`src/hdl/x86d_pkg.sv`:
```
// ----------------------------------------------------------------------------
// x86d_pkg
// Shared types, opcode constants and instruction kinds for the x86 subset
// instruction decoder.
// ----------------------------------------------------------------------------
`timescale 1ns / 1ps
`default_nettype none

package x86d_pkg;

    // Window geometry and field widths.
    localparam int WINDOW_SIZE  = 8;
    localparam int WINDOW_W     = 64;
    localparam int VALID_W      = 4;
    localparam int AVAIL_W      = 5;
    localparam int OFFSET_W     = 32;
    localparam int VALUE_W      = 32;
    localparam int LENGTH_W     = 4;
    localparam int BYTE_W       = 8;
    localparam int KIND_W       = 4;
    localparam int S_TDATA_W    = 104;
    localparam int M_TDATA_W    = 48;

    // Instruction kinds as they appear on the result channel.
    typedef enum logic [KIND_W-1:0] {
        KIND_NOP  = 4'd0,
        KIND_RET  = 4'd1,
        KIND_PUSH = 4'd2,
        KIND_POP  = 4'd3,
        KIND_XCHG = 4'd4,
        KIND_INC  = 4'd5,
        KIND_DEC  = 4'd6,
        KIND_CLRA = 4'd7,
        KIND_CLRC = 4'd8,
        KIND_MOVA = 4'd9,
        KIND_MOVC = 4'd10,
        KIND_JMP  = 4'd11,
        KIND_JE   = 4'd12,
        KIND_CMP  = 4'd13,
        KIND_JUNK = 4'd14,
        KIND_RAW  = 4'd15
    } kind_t;

    // Opcode and operand bytes recognised by the decoder.
    localparam logic [7:0] OP_NOP       = 8'h90;
    localparam logic [7:0] OP_OPSIZE    = 8'h66;
    localparam logic [7:0] OP_ESCAPE    = 8'h0F;
    localparam logic [7:0] OP_NOPL      = 8'h1F;
    localparam logic [7:0] OP_RET       = 8'hC3;
    localparam logic [7:0] OP_PUSH_RAX  = 8'h50;
    localparam logic [7:0] OP_POP_RAX   = 8'h58;
    localparam logic [7:0] OP_PUSH_RCX  = 8'h51;
    localparam logic [7:0] OP_POP_RCX   = 8'h59;
    localparam logic [7:0] OP_REX_W     = 8'h48;
    localparam logic [7:0] OP_XCHG      = 8'h87;
    localparam logic [7:0] OP_GRP5      = 8'hFF;
    localparam logic [7:0] OP_XOR       = 8'h31;
    localparam logic [7:0] OP_SUB       = 8'h29;
    localparam logic [7:0] OP_MOV_RM    = 8'hC7;
    localparam logic [7:0] OP_MOV_EAX   = 8'hB8;
    localparam logic [7:0] OP_MOV_ECX   = 8'hB9;
    localparam logic [7:0] OP_JMP8      = 8'hEB;
    localparam logic [7:0] OP_JMP32     = 8'hE9;
    localparam logic [7:0] OP_JE8       = 8'h74;
    localparam logic [7:0] OP_JE32      = 8'h84;
    localparam logic [7:0] OP_GRP1_IB   = 8'h83;
    localparam logic [7:0] OP_GRP1_ID   = 8'h81;
    localparam logic [7:0] OP_PUSH_IB   = 8'h6A;
    localparam logic [7:0] OP_LEA       = 8'h8D;
    localparam logic [7:0] MODRM_RAX    = 8'hC0;
    localparam logic [7:0] MODRM_RCX    = 8'hC1;
    localparam logic [7:0] MODRM_RCX_RCX = 8'hC9;
    localparam logic [7:0] MODRM_DEC    = 8'hC8;
    localparam logic [7:0] MODRM_CMP_RCX = 8'hF9;
    localparam logic [7:0] MODRM_SIB_D8 = 8'h64;
    localparam logic [7:0] SIB_RSP      = 8'h24;
    localparam logic [7:0] BYTE_ZERO    = 8'h00;

    // ModRM field codes.
    localparam logic [1:0] MOD_IND      = 2'd0;
    localparam logic [1:0] MOD_DISP8    = 2'd1;
    localparam logic [1:0] MOD_DISP32   = 2'd2;
    localparam logic [1:0] MOD_REG      = 2'd3;
    localparam logic [2:0] RM_SIB       = 3'd4;
    localparam logic [2:0] RM_RIP       = 3'd5;

    // One decoded instruction.
    typedef struct packed {
        kind_t                kind;
        logic [VALUE_W-1:0]   value;
        logic [LENGTH_W-1:0]  length;
        logic [BYTE_W-1:0]    raw_byte;
    } decode_t;

endpackage

`default_nettype wire

```
`src/hdl/x86_subset_insn_decoder.sv`:
```
// ----------------------------------------------------------------------------
// x86_subset_insn_decoder
// Classifies one instruction of a small x86 subset per code window.
// ----------------------------------------------------------------------------
// Usage:
//   The slave channel carries one code window per transaction: eight code
//   bytes, the count of bytes that exist before the end of the buffer and the
//   buffer offset of the first byte. The master channel returns one decoded
//   instruction per window: its kind on m_tuser, and its value, length and
//   first raw byte on m_tdata.
//   Each window passes through an input register, the classifier logic and a
//   result register. An accepted window is held in the input register, and its
//   result is moved into the result register once that register is free. One
//   window is accepted in every cycle while the receiver does not stall; the
//   rate is set by the single pass of byte compares and one 32-bit target
//   adder between the two registers.
//   When the receiver stalls, the result register holds its transaction and
//   the input register may still take one more window; once both are full,
//   s_tready falls until the master side moves again.
//   A synchronous active-low reset empties both registers; no result is shown
//   until a new window has been accepted.
// ----------------------------------------------------------------------------
`timescale 1ns / 1ps
`default_nettype none

module x86_subset_insn_decoder (
    input  wire logic                               aclk,
    input  wire logic                               aresetn,
    // Slave tdata, from bit 0: window_bytes[63:0], valid_bytes[3:0],
    // byte_offset[31:0], zero padding.
    input  wire logic                               s_tvalid,
    output logic                                    s_tready,
    input  wire logic [x86d_pkg::S_TDATA_W-1:0]     s_tdata,
    // Master tdata, from bit 0: insn_value[31:0], insn_length[3:0],
    // raw_byte[7:0], zero padding.
    output logic                                    m_tvalid,
    input  wire logic                               m_tready,
    output logic [x86d_pkg::M_TDATA_W-1:0]          m_tdata,
    // Master tuser, from bit 0: insn_kind[3:0].
    output logic [x86d_pkg::KIND_W-1:0]             m_tuser
);

    localparam int WIN_LO   = 0;
    localparam int VALID_LO = WIN_LO + x86d_pkg::WINDOW_W;
    localparam int OFF_LO   = VALID_LO + x86d_pkg::VALID_W;
    localparam int USED_M_W = x86d_pkg::VALUE_W + x86d_pkg::LENGTH_W + x86d_pkg::BYTE_W;

    logic                              in_valid_reg, in_valid_next;
    logic [x86d_pkg::WINDOW_W-1:0]     window_reg;
    logic [x86d_pkg::VALID_W-1:0]      count_reg;
    logic [x86d_pkg::OFFSET_W-1:0]     offset_reg;
    logic                              out_valid_reg, out_valid_next;
    x86d_pkg::decode_t                 out_reg;
    x86d_pkg::decode_t                 decoded;
    logic                              advance;
    logic                              s_fire;

    // The result register can take a new value when it is empty or is being
    // drained this cycle; the input register follows it.
    assign advance  = !out_valid_reg || m_tready;
    assign s_tready = !in_valid_reg || advance;
    assign s_fire   = s_tvalid && s_tready;

    always_comb begin
        in_valid_next = in_valid_reg;
        if (s_fire) begin
            in_valid_next = 1'b1;
        end else if (advance) begin
            in_valid_next = 1'b0;
        end
        out_valid_next = advance ? in_valid_reg : out_valid_reg;
    end

    always_ff @(posedge aclk) begin
        if (!aresetn) begin
            in_valid_reg  <= 1'b0;
            out_valid_reg <= 1'b0;
        end else begin
            in_valid_reg  <= in_valid_next;
            out_valid_reg <= out_valid_next;
        end
    end

    // Payload registers carry no reset.
    always_ff @(posedge aclk) begin
        if (s_fire) begin
            window_reg <= s_tdata[WIN_LO +: x86d_pkg::WINDOW_W];
            count_reg  <= s_tdata[VALID_LO +: x86d_pkg::VALID_W];
            offset_reg <= s_tdata[OFF_LO +: x86d_pkg::OFFSET_W];
        end
        if (advance && in_valid_reg) begin
            out_reg <= decoded;
        end
    end

    x86d_decode u_decode (
        .window_bytes (window_reg),
        .valid_bytes  (count_reg),
        .byte_offset  (offset_reg),
        .result       (decoded)
    );

    assign m_tvalid = out_valid_reg;
    assign m_tuser  = out_reg.kind;
    assign m_tdata  = {{(x86d_pkg::M_TDATA_W-USED_M_W){1'b0}},
                       out_reg.raw_byte, out_reg.length, out_reg.value};

endmodule

`default_nettype wire

```
`src/hdl/x86d_decode.sv`:
```
// ----------------------------------------------------------------------------
// x86d_decode
// Combinational classifier: matches one instruction of the subset at the
// start of the window and forms its kind, length, value and raw byte.
// ----------------------------------------------------------------------------
`timescale 1ns / 1ps
`default_nettype none

module x86d_decode (
    input  wire logic [x86d_pkg::WINDOW_W-1:0] window_bytes,
    input  wire logic [x86d_pkg::VALID_W-1:0]  valid_bytes,
    input  wire logic [x86d_pkg::OFFSET_W-1:0] byte_offset,
    output x86d_pkg::decode_t                  result
);

    logic [7:0]                        b0, b1, b2, b3, b4;
    logic [x86d_pkg::AVAIL_W-1:0]      avail;
    logic [1:0]                        modrm_mod;
    logic [2:0]                        modrm_rm;
    logic [x86d_pkg::LENGTH_W-1:0]     nopl_len;
    logic [x86d_pkg::VALUE_W-1:0]      imm1, imm2, imm3;
    x86d_pkg::kind_t                   kind;
    logic [x86d_pkg::LENGTH_W-1:0]     len;
    logic [x86d_pkg::VALUE_W-1:0]      value;
    logic                              is_branch;

    assign b0 = window_bytes[7:0];
    assign b1 = window_bytes[15:8];
    assign b2 = window_bytes[23:16];
    assign b3 = window_bytes[31:24];
    assign b4 = window_bytes[39:32];

    assign imm1 = window_bytes[39:8];
    assign imm2 = window_bytes[47:16];
    assign imm3 = window_bytes[55:24];

    assign modrm_mod = b2[7:6];
    assign modrm_rm  = b2[2:0];

    // A count of zero is taken as one byte; counts above the window saturate.
    always_comb begin
        if (valid_bytes == '0) begin
            avail = x86d_pkg::AVAIL_W'(1);
        end else if ({1'b0, valid_bytes} > x86d_pkg::AVAIL_W'(x86d_pkg::WINDOW_SIZE)) begin
            avail = x86d_pkg::AVAIL_W'(x86d_pkg::WINDOW_SIZE);
        end else begin
            avail = {1'b0, valid_bytes};
        end
    end

    // Length of the 0F 1F multi-byte nop from its ModRM byte.
    always_comb begin
        nopl_len = x86d_pkg::LENGTH_W'(2);
        if (avail >= x86d_pkg::AVAIL_W'(3)) begin
            nopl_len = x86d_pkg::LENGTH_W'(3);
            if (modrm_mod != x86d_pkg::MOD_REG) begin
                if (modrm_rm == x86d_pkg::RM_SIB) begin
                    nopl_len = nopl_len + x86d_pkg::LENGTH_W'(1);
                end
                if (modrm_mod == x86d_pkg::MOD_DISP8) begin
                    nopl_len = nopl_len + x86d_pkg::LENGTH_W'(1);
                end
                if (modrm_mod == x86d_pkg::MOD_DISP32) begin
                    nopl_len = nopl_len + x86d_pkg::LENGTH_W'(4);
                end
                if (modrm_mod == x86d_pkg::MOD_IND && modrm_rm == x86d_pkg::RM_RIP) begin
                    nopl_len = nopl_len + x86d_pkg::LENGTH_W'(4);
                end
            end
        end
    end

    // Priority chain: the first rule that matches wins.
    always_comb begin
        kind      = x86d_pkg::KIND_RAW;
        len       = x86d_pkg::LENGTH_W'(1);
        value     = '0;
        is_branch = 1'b0;
        if (b0 == x86d_pkg::OP_NOP) begin
            kind = x86d_pkg::KIND_NOP;
        end else if (b0 == x86d_pkg::OP_OPSIZE && avail >= 5'd2 && b1 == x86d_pkg::OP_NOP) begin
            kind = x86d_pkg::KIND_NOP;
            len  = x86d_pkg::LENGTH_W'(2);
        end else if (b0 == x86d_pkg::OP_ESCAPE && avail >= 5'd2 && b1 == x86d_pkg::OP_NOPL
                     && {1'b0, nopl_len} <= avail) begin
            kind = x86d_pkg::KIND_NOP;
            len  = nopl_len;
        end else if (b0 == x86d_pkg::OP_RET) begin
            kind = x86d_pkg::KIND_RET;
        end else if (b0 == x86d_pkg::OP_PUSH_RAX) begin
            kind = x86d_pkg::KIND_PUSH;
        end else if (b0 == x86d_pkg::OP_POP_RAX) begin
            kind = x86d_pkg::KIND_POP;
        end else if (b0 == x86d_pkg::OP_REX_W && avail >= 5'd3 && b1 == x86d_pkg::OP_XCHG
                     && b2 == x86d_pkg::MODRM_RAX) begin
            kind = x86d_pkg::KIND_XCHG;
            len  = x86d_pkg::LENGTH_W'(3);
        end else if (b0 == x86d_pkg::OP_XCHG && avail >= 5'd2 && b1 == x86d_pkg::MODRM_RAX) begin
            kind = x86d_pkg::KIND_XCHG;
            len  = x86d_pkg::LENGTH_W'(2);
        end else if (b0 == x86d_pkg::OP_REX_W && avail >= 5'd3 && b1 == x86d_pkg::OP_GRP5
                     && b2 == x86d_pkg::MODRM_RAX) begin
            kind = x86d_pkg::KIND_INC;
            len  = x86d_pkg::LENGTH_W'(3);
        end else if (b0 == x86d_pkg::OP_REX_W && avail >= 5'd3 && b1 == x86d_pkg::OP_GRP5
                     && b2 == x86d_pkg::MODRM_DEC) begin
            kind = x86d_pkg::KIND_DEC;
            len  = x86d_pkg::LENGTH_W'(3);
        end else if (b0 == x86d_pkg::OP_REX_W && avail >= 5'd3
                     && (b1 inside {x86d_pkg::OP_XOR, x86d_pkg::OP_SUB})
                     && b2 == x86d_pkg::MODRM_RAX) begin
            kind = x86d_pkg::KIND_CLRA;
            len  = x86d_pkg::LENGTH_W'(3);
        end else if (b0 == x86d_pkg::OP_REX_W && avail >= 5'd3
                     && (b1 inside {x86d_pkg::OP_XOR, x86d_pkg::OP_SUB})
                     && b2 == x86d_pkg::MODRM_RCX_RCX) begin
            kind = x86d_pkg::KIND_CLRC;
            len  = x86d_pkg::LENGTH_W'(3);
        end else if (b0 == x86d_pkg::OP_REX_W && avail >= 5'd7 && b1 == x86d_pkg::OP_MOV_RM
                     && b2 == x86d_pkg::MODRM_RAX) begin
            kind  = x86d_pkg::KIND_MOVA;
            len   = x86d_pkg::LENGTH_W'(7);
            value = imm3;
        end else if (b0 == x86d_pkg::OP_REX_W && avail >= 5'd7 && b1 == x86d_pkg::OP_MOV_RM
                     && b2 == x86d_pkg::MODRM_RCX) begin
            kind  = x86d_pkg::KIND_MOVC;
            len   = x86d_pkg::LENGTH_W'(7);
            value = imm3;
        end else if (b0 == x86d_pkg::OP_XOR && avail >= 5'd2 && b1 == x86d_pkg::MODRM_RAX) begin
            kind = x86d_pkg::KIND_CLRA;
            len  = x86d_pkg::LENGTH_W'(2);
        end else if (b0 == x86d_pkg::OP_XOR && avail >= 5'd2
                     && b1 == x86d_pkg::MODRM_RCX_RCX) begin
            kind = x86d_pkg::KIND_CLRC;
            len  = x86d_pkg::LENGTH_W'(2);
        end else if (b0 == x86d_pkg::OP_MOV_EAX && avail >= 5'd5) begin
            kind  = x86d_pkg::KIND_MOVA;
            len   = x86d_pkg::LENGTH_W'(5);
            value = imm1;
        end else if (b0 == x86d_pkg::OP_MOV_ECX && avail >= 5'd5) begin
            kind  = x86d_pkg::KIND_MOVC;
            len   = x86d_pkg::LENGTH_W'(5);
            value = imm1;
        end else if (b0 == x86d_pkg::OP_JMP8 && avail >= 5'd2) begin
            kind      = x86d_pkg::KIND_JMP;
            len       = x86d_pkg::LENGTH_W'(2);
            value     = {{24{b1[7]}}, b1};
            is_branch = 1'b1;
        end else if (b0 == x86d_pkg::OP_JMP32 && avail >= 5'd5) begin
            kind      = x86d_pkg::KIND_JMP;
            len       = x86d_pkg::LENGTH_W'(5);
            value     = imm1;
            is_branch = 1'b1;
        end else if (b0 == x86d_pkg::OP_JE8 && avail >= 5'd2) begin
            kind      = x86d_pkg::KIND_JE;
            len       = x86d_pkg::LENGTH_W'(2);
            value     = {{24{b1[7]}}, b1};
            is_branch = 1'b1;
        end else if (b0 == x86d_pkg::OP_ESCAPE && avail >= 5'd6 && b1 == x86d_pkg::OP_JE32) begin
            kind      = x86d_pkg::KIND_JE;
            len       = x86d_pkg::LENGTH_W'(6);
            value     = imm2;
            is_branch = 1'b1;
        end else if (b0 == x86d_pkg::OP_GRP1_IB && avail >= 5'd3
                     && b1 == x86d_pkg::MODRM_CMP_RCX) begin
            kind  = x86d_pkg::KIND_CMP;
            len   = x86d_pkg::LENGTH_W'(3);
            value = {{24{b2[7]}}, b2};
        end else if (b0 == x86d_pkg::OP_GRP1_ID && avail >= 5'd6
                     && b1 == x86d_pkg::MODRM_CMP_RCX) begin
            kind  = x86d_pkg::KIND_CMP;
            len   = x86d_pkg::LENGTH_W'(6);
            value = imm2;
        end else if (b0 == x86d_pkg::OP_PUSH_IB && avail >= 5'd3
                     && b2 == x86d_pkg::OP_POP_RAX) begin
            len = x86d_pkg::LENGTH_W'(3);
            if (b1 == x86d_pkg::BYTE_ZERO) begin
                kind = x86d_pkg::KIND_CLRA;
            end else begin
                kind  = x86d_pkg::KIND_MOVA;
                value = {{24{b1[7]}}, b1};
            end
        end else if (b0 == x86d_pkg::OP_PUSH_RCX && avail >= 5'd2
                     && b1 == x86d_pkg::OP_POP_RCX) begin
            kind = x86d_pkg::KIND_JUNK;
            len  = x86d_pkg::LENGTH_W'(2);
        end else if (b0 == x86d_pkg::OP_REX_W && avail >= 5'd3 && b1 == x86d_pkg::OP_LEA
                     && b2 == x86d_pkg::BYTE_ZERO) begin
            kind = x86d_pkg::KIND_JUNK;
            len  = x86d_pkg::LENGTH_W'(3);
        end else if (b0 == x86d_pkg::OP_REX_W && avail >= 5'd5 && b1 == x86d_pkg::OP_LEA
                     && b2 == x86d_pkg::MODRM_SIB_D8 && b3 == x86d_pkg::SIB_RSP
                     && b4 == x86d_pkg::BYTE_ZERO) begin
            kind = x86d_pkg::KIND_JUNK;
            len  = x86d_pkg::LENGTH_W'(5);
        end
    end

    // Branches report the absolute target, wrapped to 32 bits.
    always_comb begin
        result.kind     = kind;
        result.length   = len;
        result.raw_byte = (kind == x86d_pkg::KIND_RAW) ? b0 : '0;
        if (is_branch) begin
            result.value = byte_offset + {{(x86d_pkg::VALUE_W-x86d_pkg::LENGTH_W){1'b0}}, len}
                           + value;
        end else begin
            result.value = value;
        end
    end

endmodule

`default_nettype wire

```
`config.mk`:
```
export PLATFORM = sky130hd
export DESIGN_NAME = x86_subset_insn_decoder
export DESIGN_NICKNAME = d
export VERILOG_FILES = /design/src/hdl/x86d_pkg.sv /design/src/hdl/x86_subset_insn_decoder.sv /design/src/hdl/x86d_decode.sv
export SDC_FILE = /design/constraint.sdc
export NUM_CORES = 1
export LEC_CHECK = 0
export BUFFER_PORTS_ARGS = -buffer_cell sky130_fd_sc_hd__buf_2
export CORE_MARGIN = 2
export CORE_UTILIZATION = 25
export CTS_BUF_LIST = sky130_fd_sc_hd__clkbuf_8
export DETAILED_ROUTE_END_ITERATION = 10
export SLEW_MARGIN = 10
export SYNTH_ARGS = -nofsm -noshare
export SYNTH_HDL_FRONTEND = slang
export SYNTH_SLANG_ARGS = --single-unit
```
`constraint.sdc`:
```
create_clock -name aclk -period 6.1 [get_ports aclk]
set_input_delay 0.305 -clock aclk [delete_from_list [all_inputs] [get_ports aclk]]
set_output_delay 0.305 -clock aclk [all_outputs]
set_load 0.05 [all_outputs]
```
# Word-level counts from Yosys, hierarchy flattened
# Cells that the tools add are included.
# totals
elab_cells	246
out_inout_bits	54
ff_bits	142
# classes
n_addsub	5
muxes	122
reduce_logical	59
order_cmp	7
eq_ne	44
# op_table
cell	n
$mux 32	27
$mux 4	67
$eq 8x8->1 const B	22
$eq 8x7->1 const B	10
$logic_and 1x1->1	48
$add 32x32->32	1
$add 32x4->32	1
$eq 8x6->1 const B	4
$mux 1	25
$logic_not 8->1	3
$ge 5x3->1 const B	3
$ge 5x2->1 const B	2
$add 4x3->4 const B	2
$eq 8x4->1 const B	1
$eq 8x5->1 const B	1
$eq 3x3->1 const B	2
$mux 3	2
$le 4x5->1	1
$mux 5	1
$add 4x1->4 const B	1
$eq 4x4->1 const B	1
$gt 4x4->1 const B	1
$logic_not 4->1	1
$reduce_bool 2->1	2
6 further kinds	8

# Depth between registers and ports, before layout
# logic_depth
word_depth	40
mapped_depth	28
ltp_nobuf	27

# By module
# Synthesis repeated with hierarchy kept, for this count alone.
# unflattened
cells_unflattened	847
hier_area_um2	9008.6
# by_module_without_submodules
mod	instances	cells_each	area_per_inst_um2
x86_subset_insn_decoder	1	162	4581.9
x86d_decode	1	685	4426.7

# Least setup slack after synthesis
# No wires, ideal clock.
# synth_path
path_type	register to register
from	register window_reg[23] in the netlist's numbering
to	register out_reg, in the netlist m_tdata[28], data pin
n_path_buf	1
slack_ns	0.604
required_time_ns	5.832
path_stages_with_launch	26
t_arrival_ns	5.228
cell_sequence	edfxtp_1 -> clkbuf_1 -> nor2b_1 -> inv_1 -> ha_1 -> inv_1 -> ha_1 -> xor2_1 -> nor2_1 -> ha_1 -> o21a_1 -> o21a_1 -> o21ai_0 -> and4_1 -> nor4b_1 -> fa_1 -> ha_1 -> o21ai_0 -> o21a_1 -> o21ai_1 -> o21a_1 -> a31o_2 -> a221o_1 -> a21oi_1 -> xor2_1 -> o21ai_0
# synth_rtl
element	line	text
start, declared	x86_subset_insn_decoder.sv:49	logic [x86d_pkg::WINDOW_W-1:0] window_reg;
start signal, assigned	x86_subset_insn_decoder.sv:87	window_reg <= s_tdata[WIN_LO +: x86d_pkg::WINDOW_W];
end signal, assigned	x86_subset_insn_decoder.sv:92	out_reg <= decoded;
end, declared	x86_subset_insn_decoder.sv:53	x86d_pkg::decode_t out_reg;

==> flow_summary.html <==
<table>
<tr><th>Metric</th><th>Value</th></tr>
<tr><th colspan="2">Global routing</th></tr>
<tr><td>GRT Resource Usage Total</td><td>15.1%</td></tr>
<tr><td>First-pass GRT wire length</td><td>41400 um</td></tr>
<tr><td>Pin count of the biggest net entering global routing</td><td>roughly 60</td></tr>
<tr><td>Grt ovf</td><td>0</td></tr>
<tr><td>Via count of the first global-routing pass</td><td>just over 7000</td></tr>
<tr><td>Initial antenna violation count</td><td>1</td></tr>
<tr><th colspan="2">Run status</th></tr>
<tr><td>Outcome</td><td>complete, no violations</td></tr>
<tr><th colspan="2">Floorplan</th></tr>
<tr><td>I/O pin cnt</td><td>162</td></tr>
<tr><td>Placeable Area</td><td>around 35000 um^2</td></tr>
<tr><td>Placement row count</td><td>between 60 and 70</td></tr>
<tr><td>Die Span Y</td><td>about 190 um</td></tr>
<tr><td>Die Wd</td><td>between 150 and 200 um</td></tr>
<tr><td>Die Footprint</td><td>36900 um^2</td></tr>
<tr><td>Initial cell density of the core</td><td>roughly a quarter</td></tr>
<tr><th colspan="2">Worst setup path</th></tr>
<tr><td>Critical path fanouts, max</td><td>4</td></tr>
<tr><td>Critical path type</td><td>reg -&gt; reg</td></tr>
<tr><td>Worst stage delay on the critical path</td><td>~440 ps</td></tr>
<tr><td>Setup crit end kind</td><td>flip-flop</td></tr>
<tr><td>Crit path launch type</td><td>flip-flop</td></tr>
<tr><td>Critical path data arrival time</td><td>6010 ps</td></tr>
<tr><td>Required time of the worst setup path</td><td>~6300 ps</td></tr>
<tr><td>Top cell by count, worst path</td><td>sky130_fd_sc_hd__ha_1</td></tr>
<tr><td>Cell type of the slowest stage on the worst timing path</td><td>sky130_fd_sc_hd__fa_1</td></tr>
<tr><th colspan="2">Placement</th></tr>
<tr><td>Placed inst area</td><td>10100 um^2</td></tr>
<tr><td>Last weighted congestion value of the routability-driven placer</td><td>approximately 0.94</td></tr>
<tr><td>Worst Setup Slack post-DPL</td><td>33.4 ps</td></tr>
<tr><td>Total placed cells including tap cells</td><td>between 1000 and 1500</td></tr>
<tr><td>DPL Wire Length</td><td>roughly 21000 um</td></tr>
<tr><td>Number of input and output port buffers inserted</td><td>145</td></tr>
<tr><th colspan="2">Synth</th></tr>
<tr><td>Most used standard cells in the synthesized netlist</td><td>140 x sky130_fd_sc_hd__edfxtp_1, 66 x sky130_fd_sc_hd__a21oi_1, 64 x sky130_fd_sc_hd__ha_1</td></tr>
<tr><td>Main synth FF type</td><td>sky130_fd_sc_hd__edfxtp_1</td></tr>
<tr><td>Unique masters post-synth</td><td>around 80</td></tr>
<tr><td>Post-synthesis sequential element count</td><td>approximately 140</td></tr>
<tr><td>Cell with the most instances after synthesis</td><td>sky130_fd_sc_hd__edfxtp_1</td></tr>
<tr><td>Yosys warnings</td><td>0</td></tr>
<tr><td>Seq/Total Area, Yosys</td><td>a little under 50%</td></tr>
<tr><td>Synthesized instance count</td><td>roughly 820</td></tr>
<tr><td>Synth top area cells</td><td>sky130_fd_sc_hd__edfxtp_1 48%, sky130_fd_sc_hd__ha_1 9.1%, sky130_fd_sc_hd__a21oi_1 3.7%</td></tr>
<tr><td>Average footprint of a synthesized cell</td><td>between 10 and 15 um^2</td></tr>
<tr><td>Summed instance area of the synthesized netlist</td><td>around 9000 um^2</td></tr>
<tr><td>Proportion of register bits with asynchronous set or reset after synthesis</td><td>0%</td></tr>
<tr><td>Cell type with the largest total area after synthesis</td><td>sky130_fd_sc_hd__edfxtp_1</td></tr>
<tr><td>Count of flip-flops with a built-in enable after synthesis</td><td>between 100 and 150</td></tr>
<tr><td>Fraction of synthesized cell area taken by the top area cell type</td><td>approximately 48%</td></tr>
<tr><th colspan="2">Hold path</th></tr>
<tr><td>Kind of path behind the tightest hold check</td><td>in -&gt; reg</td></tr>
<tr><th colspan="2">Timing</th></tr>
<tr><td>Peak Freq</td><td>between 150 and 200 MHz</td></tr>
<tr><td>Measured slew at the worst slew-check pin</td><td>~890 ps</td></tr>
<tr><td>Final hold violation count</td><td>0</td></tr>
<tr><td>Max transition margin</td><td>39.9%</td></tr>
<tr><td>Final critical-path setup slack</td><td>~320 ps</td></tr>
<tr><td>Final-report max-slew violation count</td><td>0</td></tr>
<tr><td>Final worst-path cycle share</td><td>roughly 95%</td></tr>
<tr><td>Final setup viols</td><td>0</td></tr>
<tr><td>Clock Skew</td><td>13.5 ps</td></tr>
<tr><td>Clock period minus final worst setup slack</td><td>5780 ps</td></tr>
<tr><th colspan="2">Route</th></tr>
<tr><td>Mean number of vias per cell</td><td>approximately 4.9</td></tr>
<tr><td>First-pass DRT Iterations</td><td>5</td></tr>
<tr><td>Post-detailed-routing wire length</td><td>27800 um</td></tr>
<tr><td>Routed Antenna Nets</td><td>0</td></tr>
<tr><td>Routed WL per cell</td><td>between 15 and 20 um</td></tr>
<tr><td>DRC marker count from the first detailed-route iteration</td><td>around 620</td></tr>
<tr><td>Number of DRC violations after detailed routing</td><td>0</td></tr>
<tr><td>Overall via count from detail_route</td><td>~7400</td></tr>
<tr><th colspan="2">Final layout</th></tr>
<tr><td>Sequential cell area in the final layout</td><td>between 4000 and 5000 um^2</td></tr>
<tr><td>Fin area</td><td>around 11000 um^2</td></tr>
<tr><td>Area of the multi-input gates</td><td>roughly 4300 um^2</td></tr>
<tr><td># nets final</td><td>1211</td></tr>
<tr><td>Fraction of layout instances using a drive strength above 1</td><td>about a quarter</td></tr>
<tr><td>Area added between synthesis and finish</td><td>27.4%</td></tr>
<tr><td>Fin util</td><td>32.4%</td></tr>
<tr><td>Flip-flop count of the largest register after layout</td><td>56</td></tr>
<tr><td>Filler-free cell count of the finished design</td><td>between 1500 and 2000</td></tr>
<tr><td>Number of fillers in the final layout</td><td>approximately 3600</td></tr>
<tr><th colspan="2">Clock tree</th></tr>
<tr><td>Clock slew seen by the registers of the worst setup and hold paths</td><td>around 90 ps</td></tr>
<tr><td>Total clock sinks</td><td>142</td></tr>
<tr><td>Number of levels in the clock H-tree</td><td>4</td></tr>
<tr><td>Worst skew pair latency</td><td>approximately 470 ps</td></tr>
<tr><td>CTS tree</td><td>built</td></tr>
<tr><td>CTS Root Cell</td><td>sky130_fd_sc_hd__clkbuf_8</td></tr>
<tr><td>Number of buffers created by CTS</td><td>17</td></tr>
<tr><td>Clock Path Buffers</td><td>2</td></tr>
<tr><th colspan="2">Pwr</th></tr>
<tr><td>Highest ir drop seen on vdd</td><td>around 0.14 mV</td></tr>
<tr><td>Cell Pwr Density</td><td>between 200 and 250 nW/um^2</td></tr>
<tr><td>Leakage power of the design</td><td>4.49 nW</td></tr>
<tr><th colspan="2">Flow run</th></tr>
<tr><td>Max-cap viol count</td><td>0</td></tr>
</table>
-- cell type report --
type | instances | area share [%]
multi-input cells | 610 | 38.4
flip-flops and latches | 142 | 37.7
repair buffers | 241 | 14.3
well taps | 455 | 5.06
clock buffers | 17 | 2.08
clock inverters | 15 | 1.71
inverters | 22 | 0.733
diodes | 1 | 0.0222
-- per-stage QoR --
step                setup TNS [ps]  hold slack [ps]  total power [W]
floorplan                        0              404          0.00137
global placement                 0              482          0.00148
detailed placement               0              483          0.00148
CTS                              0            0.980          0.00236
global route                 -5.21            0.989          0.00244
finish                           0             19.6          0.00234
-- placed cells by master, fill, tap and decap left out, drive strengths merged, types with 23 or more instances in the layout --
master / count
nor2: 58
inv: 26
edfxtp: 140
nand2: 60
buf: 176
a21oi: 66
dlygate4sd3: 65
o21ai: 66
nand3: 23
ha: 64
-- critical path, delay by kind of cell, from the launching register on --
family	cells	cell delay [ps]
AOI/OAI and AO/OA	11	1980
adders and majority gates	6	1800
and+or+nand+nor	6	950
DFF	1	410
xor gates and xnor gates	2	320
buffers and inverters	1	60
-- layer usage --
metal,wire [um],global-route usage [%]
met5,0,0
met4,690,5.02
met3,1600,2.76
met2,12700,24.1
met1,12800,20.4
-- power by group --
part / switching [W] / internal, W
combinational: 0.000190 / 0.000123
sequential: 0.0000486 / 0.00113
clock: 0.000405 / 0.000444
-- logic make-up after synthesis --
| logic type | Yosys count | share of synthesized area, % |
|---|---|---|
| simple gates | 269 | 17.2 |
| compound gates | 235 | 17.4 |
| flops | 142 | 48.0 |
| fa+ha+maj | 69 | 10.2 |
| buf+inv | 66 | 3.77 |
| xor+xnor | 28 | 2.78 |
| mux | 5 | 0.609 |
| other cells | 1 | 0.0424 |
-- timing repair --
action	4_1_cts	5_1_grt
pin swaps	0	1
endpoints found under the hold margin	59	6
hold buffers	59	6
buffers inserted	0	1
endpoints found under the setup margin	1	6
gates resized for setup	1	8
-- worst paths after layout --
kind | startpoint | endpoint | slack (ps) | cells after the start
max | window_reg[17]$_DFFE_PP_ | m_tdata[29]$_DFFE_PP_ | 320 | 26
min | s_tdata[82] | offset_reg[14]$_DFFE_PP_ | 20 | 1
max reg2reg | window_reg[17]$_DFFE_PP_ | m_tdata[29]$_DFFE_PP_ | 320 | 26
min reg2reg | in_valid_reg$_SDFFE_PN0P_ | m_tvalid$_SDFFE_PN0P_ | 550 | 1
No activity file was read; power rests on OpenSTA's default activity.
